[src/rtl/assert_macros.svh]
// ----------------------------------------------------------------------------
// Assertion macros
// Shared shorthand for clocked concurrent checks in the RTL.
// ----------------------------------------------------------------------------
`ifndef ASSERT_MACROS_SVH
`define ASSERT_MACROS_SVH

// Property must hold at every rising edge outside reset
`define ASSERT_CLK(label, prop, msg) \
  label: assert property (@(posedge clk) disable iff (rst) (prop)) else $error(msg);

// Antecedent at one edge implies consequent at the next edge
`define ASSERT_NEXT(label, ante, cons, msg) \
  label: assert property (@(posedge clk) disable iff (rst) (ante) |=> (cons)) \
    else $error(msg);

`endif

[src/rtl/sha256_pkg.sv]
// ----------------------------------------------------------------------------
// SHA-256 package
// Word types, operation codes, initial hash values and round constants.
// ----------------------------------------------------------------------------
`timescale 1ns / 1ps

package sha256_pkg;

  typedef logic [31:0] word_t;

  // Eight working words, index 0 is a, index 7 is h
  typedef word_t [0:7] work_t;

  // Operation codes
  localparam logic OP_ABSORB = 1'b0;
  localparam logic OP_FINAL  = 1'b1;

  localparam work_t H_INIT = '{
    32'h6a09e667, 32'hbb67ae85, 32'h3c6ef372, 32'ha54ff53a,
    32'h510e527f, 32'h9b05688c, 32'h1f83d9ab, 32'h5be0cd19
  };

  function automatic word_t rotr(word_t x, int unsigned n);
    return (x >> n) | (x << (32 - n));
  endfunction

  // Round constant table
  function automatic word_t round_k(logic [5:0] t);
    word_t k;
    case (t)
      6'd0:  k = 32'h428a2f98;  6'd1:  k = 32'h71374491;
      6'd2:  k = 32'hb5c0fbcf;  6'd3:  k = 32'he9b5dba5;
      6'd4:  k = 32'h3956c25b;  6'd5:  k = 32'h59f111f1;
      6'd6:  k = 32'h923f82a4;  6'd7:  k = 32'hab1c5ed5;
      6'd8:  k = 32'hd807aa98;  6'd9:  k = 32'h12835b01;
      6'd10: k = 32'h243185be;  6'd11: k = 32'h550c7dc3;
      6'd12: k = 32'h72be5d74;  6'd13: k = 32'h80deb1fe;
      6'd14: k = 32'h9bdc06a7;  6'd15: k = 32'hc19bf174;
      6'd16: k = 32'he49b69c1;  6'd17: k = 32'hefbe4786;
      6'd18: k = 32'h0fc19dc6;  6'd19: k = 32'h240ca1cc;
      6'd20: k = 32'h2de92c6f;  6'd21: k = 32'h4a7484aa;
      6'd22: k = 32'h5cb0a9dc;  6'd23: k = 32'h76f988da;
      6'd24: k = 32'h983e5152;  6'd25: k = 32'ha831c66d;
      6'd26: k = 32'hb00327c8;  6'd27: k = 32'hbf597fc7;
      6'd28: k = 32'hc6e00bf3;  6'd29: k = 32'hd5a79147;
      6'd30: k = 32'h06ca6351;  6'd31: k = 32'h14292967;
      6'd32: k = 32'h27b70a85;  6'd33: k = 32'h2e1b2138;
      6'd34: k = 32'h4d2c6dfc;  6'd35: k = 32'h53380d13;
      6'd36: k = 32'h650a7354;  6'd37: k = 32'h766a0abb;
      6'd38: k = 32'h81c2c92e;  6'd39: k = 32'h92722c85;
      6'd40: k = 32'ha2bfe8a1;  6'd41: k = 32'ha81a664b;
      6'd42: k = 32'hc24b8b70;  6'd43: k = 32'hc76c51a3;
      6'd44: k = 32'hd192e819;  6'd45: k = 32'hd6990624;
      6'd46: k = 32'hf40e3585;  6'd47: k = 32'h106aa070;
      6'd48: k = 32'h19a4c116;  6'd49: k = 32'h1e376c08;
      6'd50: k = 32'h2748774c;  6'd51: k = 32'h34b0bcb5;
      6'd52: k = 32'h391c0cb3;  6'd53: k = 32'h4ed8aa4a;
      6'd54: k = 32'h5b9cca4f;  6'd55: k = 32'h682e6ff3;
      6'd56: k = 32'h748f82ee;  6'd57: k = 32'h78a5636f;
      6'd58: k = 32'h84c87814;  6'd59: k = 32'h8cc70208;
      6'd60: k = 32'h90befffa;  6'd61: k = 32'ha4506ceb;
      6'd62: k = 32'hbef9a3f7;  6'd63: k = 32'hc67178f2;
      default: k = '0;
    endcase
    return k;
  endfunction

endpackage

[src/rtl/sha256_round.sv]
// ----------------------------------------------------------------------------
// SHA-256 round unit
// One compression round and one message schedule step, shared by all rounds.
// ----------------------------------------------------------------------------
`timescale 1ns / 1ps

module sha256_round import sha256_pkg::*; (
  input  work_t      cur,
  input  logic [5:0] round,
  input  word_t      w0,
  input  word_t      w1,
  input  word_t      w9,
  input  word_t      w14,
  output work_t      nxt,
  output word_t      w_new
);

  word_t t1;
  word_t t2;
  word_t sig0;
  word_t sig1;
  word_t ch;
  word_t maj;
  word_t s0;
  word_t s1;

  // Round function: w0 is the schedule word of this round
  always_comb begin
    sig1 = rotr(cur[4], 6) ^ rotr(cur[4], 11) ^ rotr(cur[4], 25);
    sig0 = rotr(cur[0], 2) ^ rotr(cur[0], 13) ^ rotr(cur[0], 22);
    ch   = (cur[4] & cur[5]) ^ (~cur[4] & cur[6]);
    maj  = (cur[0] & cur[1]) ^ (cur[0] & cur[2]) ^ (cur[1] & cur[2]);
    t1   = cur[7] + sig1 + ch + round_k(round) + w0;
    t2   = sig0 + maj;
    nxt[0] = t1 + t2;
    nxt[1] = cur[0];
    nxt[2] = cur[1];
    nxt[3] = cur[2];
    nxt[4] = cur[3] + t1;
    nxt[5] = cur[4];
    nxt[6] = cur[5];
    nxt[7] = cur[6];
  end

  // Schedule word sixteen rounds ahead
  always_comb begin
    s0    = rotr(w1, 7) ^ rotr(w1, 18) ^ (w1 >> 3);
    s1    = rotr(w14, 17) ^ rotr(w14, 19) ^ (w14 >> 10);
    w_new = s1 + w9 + s0 + w0;
  end

endmodule

[src/rtl/sha256_hash_engine.sv]
// ----------------------------------------------------------------------------
// SHA-256 hash engine
// Absorbs a message one byte per transaction, pads on finalize and returns
// the 256-bit digest as eight big-endian words.
// ----------------------------------------------------------------------------
//  channel | signals                           | direction
//  --------+-----------------------------------+----------
//  in      | in_valid, in_stall, operation,    | to engine
//          | data_byte                         |
//  out     | out_valid, out_stall, digest_word,| from engine
//          | word_index, last_word             |
//
// An absorb does not stall the input, but the byte that completes a block holds
// the input off through the 64 rounds of the round unit and the chain update.
// Finalize runs one compression, or two when the length spills into a second
// block, then 8 output transactions. Output stalls hold the current word.
// Reset loads the initial hash values and clears the length count.
// ----------------------------------------------------------------------------
`timescale 1ns / 1ps
`include "assert_macros.svh"

module sha256_hash_engine import sha256_pkg::*; (
  input  logic        clk,
  input  logic        rst,
  input  logic        in_valid,
  output logic        in_stall,
  input  logic        operation,
  input  logic [7:0]  data_byte,
  output logic        out_valid,
  input  logic        out_stall,
  output logic [31:0] digest_word,
  output logic [2:0]  word_index,
  output logic        last_word
);

  typedef enum logic [1:0] {
    S_IDLE,
    S_ROUND,
    S_UPDATE,
    S_EMIT
  } state_t;

  localparam logic [5:0] POS_LAST   = 6'd63;
  localparam logic [5:0] ROUND_LAST = 6'd63;
  localparam logic [3:0] LEN_WORD   = 4'd14;
  localparam logic [2:0] IDX_LAST   = 3'd7;

  state_t      state;
  work_t       chain;
  work_t       work;
  work_t       work_next;
  work_t       chain_sum;
  logic [63:0] bit_length;
  logic [5:0]  round;
  logic [2:0]  idx;
  logic        fin;
  logic        fin_extra;
  word_t       wbuf      [16];
  word_t       wbuf_next [16];
  word_t       w_new;
  logic        in_fire;
  logic [5:0]  pos;
  logic [3:0]  pw;
  logic [1:0]  lane;

  assign in_stall = (state != S_IDLE);
  assign in_fire  = in_valid && !in_stall;
  assign pos      = bit_length[8:3];
  assign pw       = pos[5:2];
  assign lane     = pos[1:0];

  sha256_round u_round (
    .cur   (work),
    .round (round),
    .w0    (wbuf[0]),
    .w1    (wbuf[1]),
    .w9    (wbuf[9]),
    .w14   (wbuf[14]),
    .nxt   (work_next),
    .w_new (w_new)
  );

  // Chain update after the last round
  always_comb begin
    for (int i = 0; i < 8; i++) begin
      chain_sum[i] = chain[i] + work[i];
    end
  end

  // Block buffer: byte writes, padding, schedule shift
  always_comb begin
    for (int i = 0; i < 16; i++) begin
      wbuf_next[i] = wbuf[i];
    end
    if (in_fire && operation == OP_ABSORB) begin
      for (int b = 0; b < 4; b++) begin
        if (b == int'(lane)) begin
          wbuf_next[pw][31 - 8 * b -: 8] = data_byte;
        end
      end
    end else if (in_fire) begin
      // 0x80 marker, zero tail, length if it fits in this block
      for (int i = 0; i < 16; i++) begin
        if (i == int'(pw)) begin
          for (int b = 0; b < 4; b++) begin
            if (b == int'(lane)) begin
              wbuf_next[i][31 - 8 * b -: 8] = 8'h80;
            end else if (b > int'(lane)) begin
              wbuf_next[i][31 - 8 * b -: 8] = 8'h00;
            end
          end
        end else if (i > int'(pw)) begin
          wbuf_next[i] = '0;
        end
      end
      if (pw < LEN_WORD) begin
        wbuf_next[14] = bit_length[63:32];
        wbuf_next[15] = bit_length[31:0];
      end
    end else if (state == S_ROUND) begin
      for (int i = 0; i < 15; i++) begin
        wbuf_next[i] = wbuf[i + 1];
      end
      wbuf_next[15] = w_new;
    end else if (state == S_UPDATE && fin && fin_extra) begin
      for (int i = 0; i < 14; i++) begin
        wbuf_next[i] = '0;
      end
      wbuf_next[14] = bit_length[63:32];
      wbuf_next[15] = bit_length[31:0];
    end
  end

  always_ff @(posedge clk) begin
    for (int i = 0; i < 16; i++) begin
      wbuf[i] <= wbuf_next[i];
    end
  end

  // Sequencer
  always_ff @(posedge clk) begin
    if (rst) begin
      state      <= S_IDLE;
      chain      <= H_INIT;
      bit_length <= '0;
      round      <= '0;
      idx        <= '0;
      fin        <= 1'b0;
      fin_extra  <= 1'b0;
      out_valid  <= 1'b0;
    end else begin
      unique case (state)
        S_IDLE: begin
          if (in_fire) begin
            if (operation == OP_ABSORB) begin
              bit_length <= bit_length + 64'd8;
              if (pos == POS_LAST) begin
                work  <= chain;
                round <= '0;
                fin   <= 1'b0;
                state <= S_ROUND;
              end
            end else begin
              fin       <= 1'b1;
              fin_extra <= (pw >= LEN_WORD);
              work      <= chain;
              round     <= '0;
              state     <= S_ROUND;
            end
          end
        end
        S_ROUND: begin
          work  <= work_next;
          round <= round + 6'd1;
          if (round == ROUND_LAST) begin
            state <= S_UPDATE;
          end
        end
        S_UPDATE: begin
          chain <= chain_sum;
          if (fin && fin_extra) begin
            fin_extra <= 1'b0;
            work      <= chain_sum;
            round     <= '0;
            state     <= S_ROUND;
          end else if (fin) begin
            out_valid <= 1'b1;
            idx       <= '0;
            state     <= S_EMIT;
          end else begin
            state <= S_IDLE;
          end
        end
        S_EMIT: begin
          if (!out_stall) begin
            if (idx == IDX_LAST) begin
              out_valid  <= 1'b0;
              chain      <= H_INIT;
              bit_length <= '0;
              fin        <= 1'b0;
              state      <= S_IDLE;
            end else begin
              idx <= idx + 3'd1;
            end
          end
        end
        default: state <= S_IDLE;
      endcase
    end
  end

  // Digest words straight from the chain registers
  assign digest_word = chain[idx];
  assign word_index  = idx;
  assign last_word   = (idx == IDX_LAST);

  // Checks
  `ASSERT_CLK(a_out_blocks_in, !out_valid || in_stall, "output pending while input open")
  `ASSERT_NEXT(a_round_end, state == S_ROUND && round == ROUND_LAST,
    state == S_UPDATE, "round count did not end compression")
  `ASSERT_NEXT(a_last_restart, out_valid && !out_stall && last_word,
    !out_valid && bit_length == 64'd0 && chain == H_INIT, "no restart after digest")
  `ASSERT_NEXT(a_word_step, out_valid && !out_stall && !last_word,
    out_valid && word_index == $past(word_index) + 3'd1, "digest word skipped")

endmodule

[config.mk]
export PLATFORM = sky130hd
export DESIGN_NAME = sha256_hash_engine
export DESIGN_NICKNAME = d
export VERILOG_FILES = /design/src/rtl/sha256_pkg.sv /design/src/rtl/sha256_round.sv /design/src/rtl/sha256_hash_engine.sv
export VERILOG_INCLUDE_DIRS = /design/src /design/src/rtl
export SDC_FILE = /design/constraint.sdc
export NUM_CORES = 2
export LEC_CHECK = 0
export BUFFER_PORTS_ARGS = -buffer_cell sky130_fd_sc_hd__buf_2
export CAP_MARGIN = 25
export CORE_MARGIN = 2
export CORE_UTILIZATION = 30
export CTS_CLUSTER_SIZE = 8
export DETAILED_ROUTE_END_ITERATION = 10
export GPL_ROUTABILITY_DRIVEN = 0
export PLACE_DENSITY = 0.42
export SLEW_MARGIN = 20
export SYNTH_ARGS = -nofsm -noshare
export SYNTH_HDL_FRONTEND = slang
export SYNTH_SLANG_ARGS = --single-unit
[constraint.sdc]
create_clock -name clk -period 17.6 [get_ports clk]
set_input_delay 1.76 -clock clk [delete_from_list [all_inputs] [get_ports clk]]
set_output_delay 1.76 -clock clk [all_outputs]
set_load 0.02 [all_outputs]
* Yosys cells after proc, flatten, opt, wreduce, memory -nomap -nowiden
Memory sizes are Yosys's and may differ from the RTL's. A register that Yosys moved wholly into a read port is not among the register bits.
Cells that the tools add are included.
** Storage, ports and cells
- Logic and storage cells :: 376
- Memory bits (read-only) :: 2048
- Output and inout bits :: 38
- Bits in registers :: 590
- Bits in writable memories :: 512
- Memories :: 2
** Cells by class
- Bitwise operators :: 31
- Reduce and logical (&&, ||, !) cells :: 24
- Add/sub/neg operators :: 21
- Magnitude comparators :: 23
- Equal/unequal tests :: 35
- Muxes and demuxes :: 217
** Memories
- (name not given) :: words 64, width 32, read ports 1, clocked after memory_dff 1, write ports 0, RTL line sha256_pkg.sv:30 : case (t)
- wbuf :: words 16, width 32, read ports 16, clocked after memory_dff 0, write ports 16, RTL line sha256_hash_engine.sv:58 : word_t wbuf [16];
** Operators with widths (number)
- 512-bit two-way mux :: 11
- 512-bit bitwise mux :: 4
- 256-bit two-way mux :: 6
- 32-bit two-way mux :: 34
- 8-bit two-way mux :: 113
- 256-bit case mux with 3 select lines :: 1
- 32-bit adder :: 18
- 32-bit demux with 4-bit select :: 4
- 256-bit case mux with 2 select lines :: 1
- 64-bit two-way mux :: 5
- 32-bit XOR :: 9
- 32-bit bitwise AND :: 5
- 64-bit case mux with 2 select lines :: 1
- 32-bit binary-select mux with 3-bit select :: 1
- 64-bit by 4-bit adder with 64-bit output (second input constant) :: 1
- 6-bit two-way mux :: 6
- 4-bit equality test (first input constant) :: 8
- 4-bit > comparator (first input constant) :: 8
- 32-bit inverter :: 1
- 10-bit by 32-bit bitwise OR with 32-bit output :: 1
- 13-bit by 32-bit bitwise OR with 32-bit output :: 1
- 14-bit by 32-bit bitwise OR with 32-bit output :: 1
- 15-bit by 32-bit bitwise OR with 32-bit output :: 1
- 19-bit by 32-bit bitwise OR with 32-bit output :: 1
- 51 further kinds :: 109

* Depth between registers and ports, before layout
- Word-level depth :: 17
- Depth in mapped cells :: 32

* Hierarchy
From an unflattened synthesis, not the netlist that was laid out.
** Second synthesis, totals
- Cells, all modules :: 8725
- Area, all modules :: 79028.3 um^2
** By module, submodules not included
- sha256_hash_engine :: cells each 6368, times used 1, area each 61072.3 um^2
- sha256_round :: cells each 2357, times used 1, area each 17956.0 um^2

* Worst setup path after synthesis
No wires, ideal clock.
- Kind :: input -> register
- Start :: input port rst
- End :: register work[0] (netlist name), enable pin
- Setup time :: 0.879 ns
- Data required time :: 16.721 ns
- Buffers on the path :: 4
- Path slack :: 3.522 ns
- Cell stages on the path :: 5
- Data arrival time :: 13.199 ns
- Path through :: clkbuf_1 -> clkbuf_1 -> clkbuf_1 -> clkbuf_1 -> nor2_1
** On the way
- Word-level cells in the longest chain between the ends :: 2
** Ends and longest elaborated chain
- from (decl) :: RTL line sha256_hash_engine.sv:24 : input logic rst,
- 1-bit inverter (no line)
- 5-bit AND reduction (no line)
- to (signal assigned) :: RTL line sha256_hash_engine.sv:158 : work <= chain;
- to (signal assigned) :: RTL line sha256_hash_engine.sv:166 : work <= chain;
- to (signal assigned) :: RTL line sha256_hash_engine.sv:173 : work <= work_next;
- to (decl) :: RTL line sha256_hash_engine.sv:50 : work_t work;
Every way passes these cells.
A chain may end at the register's enable or synchronous reset.

* Worst setup path in the final report
- Start :: register work[1] (netlist name)
- End :: register work[255] (netlist name), data pin
** On the way
- Word-level cells in the longest chain between the ends :: 6
** Ends and longest elaborated chain
- 32-bit adder (4 in series) :: RTL line sha256_round.sv:33 : t1 = cur[7] + sig1 + ch + round_k(round) + w0;
- 32-bit adder :: RTL line sha256_round.sv:35 : nxt[0] = t1 + t2;
- 256-bit case mux with 3 select lines :: RTL line sha256_hash_engine.sv:152 : unique case (state)
Every way passes these cells.

==> qor.yml <==
slew_violations: 0
setup_tns_ns: 0
setup_viol: 0
worst_skew_pair.late_latency_ns: 0.86
grt_antenna_before_repair: 19
synth_top_area_cell: "edfxtp_1"
coreArea_sq_um: 257000
postSynthCellCount: 8452
nets: 8892
syn_to_final_growth_pct: 11.7
seq_area_frac_synth: 0.392
initial_core_util: 0.301
drive_above_1_share: 0.0734
dieArea_sq_um: 262000
synth_top_area_share: 0.298
wl_microns: 335000
rsz0062_at_grt: "false"
grt_pass1_vias: 65600
cts_made_buffers: 163
synth.distinct_cells: 95
first_iter_violations: 7164
grt_max_degree: 234
viasPerCell: 5.68
worstMarginPinSlew_ns: 1.16
synth_nets: 9062
syn-cell-area_sq_um: 77400
synth_edf_count: 768
yosys_warnings: 0
n_fill_cell: 26400
drtPass1Iterations: 9
min_period_ns: 8.37
cpMaxStageDelayCell: "fa_1"
ant_nets: 0
groute.usage.overall: 0.248
status: "complete, no violations"
ys.flop_type: "edfxtp_1"
fp.dieH_microns: 512
fmax_ghz: 0.120
cp_data_arrival_time_ns: 8.94
cts_hold_buf: 0
cts_num_sinks: 1131
crit_path_frequent_cell: "fa_1"
clock_path_buffers: 3
portBuffers: 50
drc: 0
maxCapViolations: 0
ctsResizeCount: 0
max_stage_delay_ns: 0.50
path_max_fanout: 6
hpwl_microns: 239000
relSlewSlack: 0.217
final_cells: 11800
die_x_microns: 512
dp_cells: 11500
fin_skew_ns: 0.0585
hold_class: "flop to flop"
register_area_sq_um: 30300
htreeDepth: 4
start_kind: "flop"
final_cell_mix: "nand2_1 (1053), nor2_1 (793), edfxtp_1 (768)"
hold_viol: 0
rows: 186
ys_async_sr_fraction: 0
ios: 51
syn-mean-instance-area_sq_um: 9.15
final_common_cell: "nand2_1"
setup_ws_ns: 9.23
clock-root-buffer: "clkbuf_16"
cts_setup_buffers: 0
cts_tree: "built"
synth_area_leaders: "edfxtp_1 (30%), dfxtp_1 (9.4%), ha_1 (6.5%), nand2_1 (5.2%), fa_1 (5.0%)"
num_vias: 66900
multi_input_area_sq_um: 43900
post-route-period-util: 0.475
worstPathRequired_ns: 18.17
preCtsSetupSlack_ns: 9.22
path_class: "flop to flop"
ys_ff_latch: 1131
grt_pass1_wl_microns: 479000
cp-end-kind: "flop"
wire_per_inst_microns: 28.4
clk_pin_slew_ns: 0.06
grt-ovfl-total: 0
## sequential cells by signal, indices dropped and copies added (netlist names), named ones only
signal and flops:
state 2, work 256, wbuf 512, chain 256
word_index 3, round 6, fin 1, bit_length 61
out_valid 1, fin_extra 1
## critical path: cells and delay by family (launching register included)
family | cells | cell delay [ns]
compound gates | 17 | 4.26
fa+ha+maj | 7 | 2.92
flops | 1 | 0.45
xor+xnor | 2 | 0.32
buf+inv | 2 | 0.16
## cell families after synthesis
family,synth area share
and+or+nand+nor,0.135
buffers and inverters,0.0457
AOI/OAI and AO/OA,0.206
DFF,0.392
adders and majority gates,0.118
muxes,0.0311
xor gates and xnor gates,0.0718
## final cells by class
cell class	count	area share
Antenna cell	7	0.000203
Clock buffer	262	0.0521
Clock inverter	19	0.00468
Inverter	407	0.0177
Multi-Input combinational cell	6380	0.508
Sequential cell	1131	0.351
Tap cell	3384	0.0490
Timing Repair Buffer	199	0.0172
## stage by stage
| stage | utilization | area (sq um) | hold WS (ns) |
|---|---|---|---|
| floorplan | - | 77400 | 0.457 |
| global placement | 0.317 | 81400 | 0.480 |
| detailed placement | 0.317 | 81500 | 0.490 |
| CTS | 0.336 | 86400 | 0.496 |
| global route | 0.337 | 86400 | 0.524 |
| finish | 0.337 | 86400 | 0.500 |
## synthesized netlist by cell type, types with 53 or more instances
library cell  instances
a211oi_1             70
a21o_1              172
a21oi_1             640
a221o_1              58
a221oi_1             96
a22oi_1              66
a31oi_1             113
and3_1               73
buf_1                58
clkbuf_1            471
dfxtp_1             363
edfxtp_1            768
fa_1                195
ha_1                402
inv_1               400
mux2_2               63
mux4_2               66
nand2_1            1062
nand2b_1             60
nand3_1             152
nor2_1              805
nor3_1               77
o211ai_1             56
o21ai_0             743
o21bai_1             53
o22ai_1              86
xnor2_1             411
xor2_1              221
## final timing paths
check | start | endpoint | slack [ns] | cells past startpoint
worst min register to register | chain[156] | chain[156] | 0.50 | 2
worst max-delay path | work[1] | work[255] | 9.23 | 28
worst min-delay path | chain[156] | chain[156] | 0.50 | 2
worst max register to register | work[1] | work[255] | 9.23 | 28
## metal layers
metal	global-route usage	vias to the layer above	routed length (microns)
met2	0.411	2620	157000
met3	0.0336	555	20500
met1	0.325	33600	143000
li1	-	30100	-
met4	0.0964	12	14400
met5	0	-	82
Power is not shown: default switching activity piles up to over one toggle a cycle in this logic, so the estimate is an artifact.
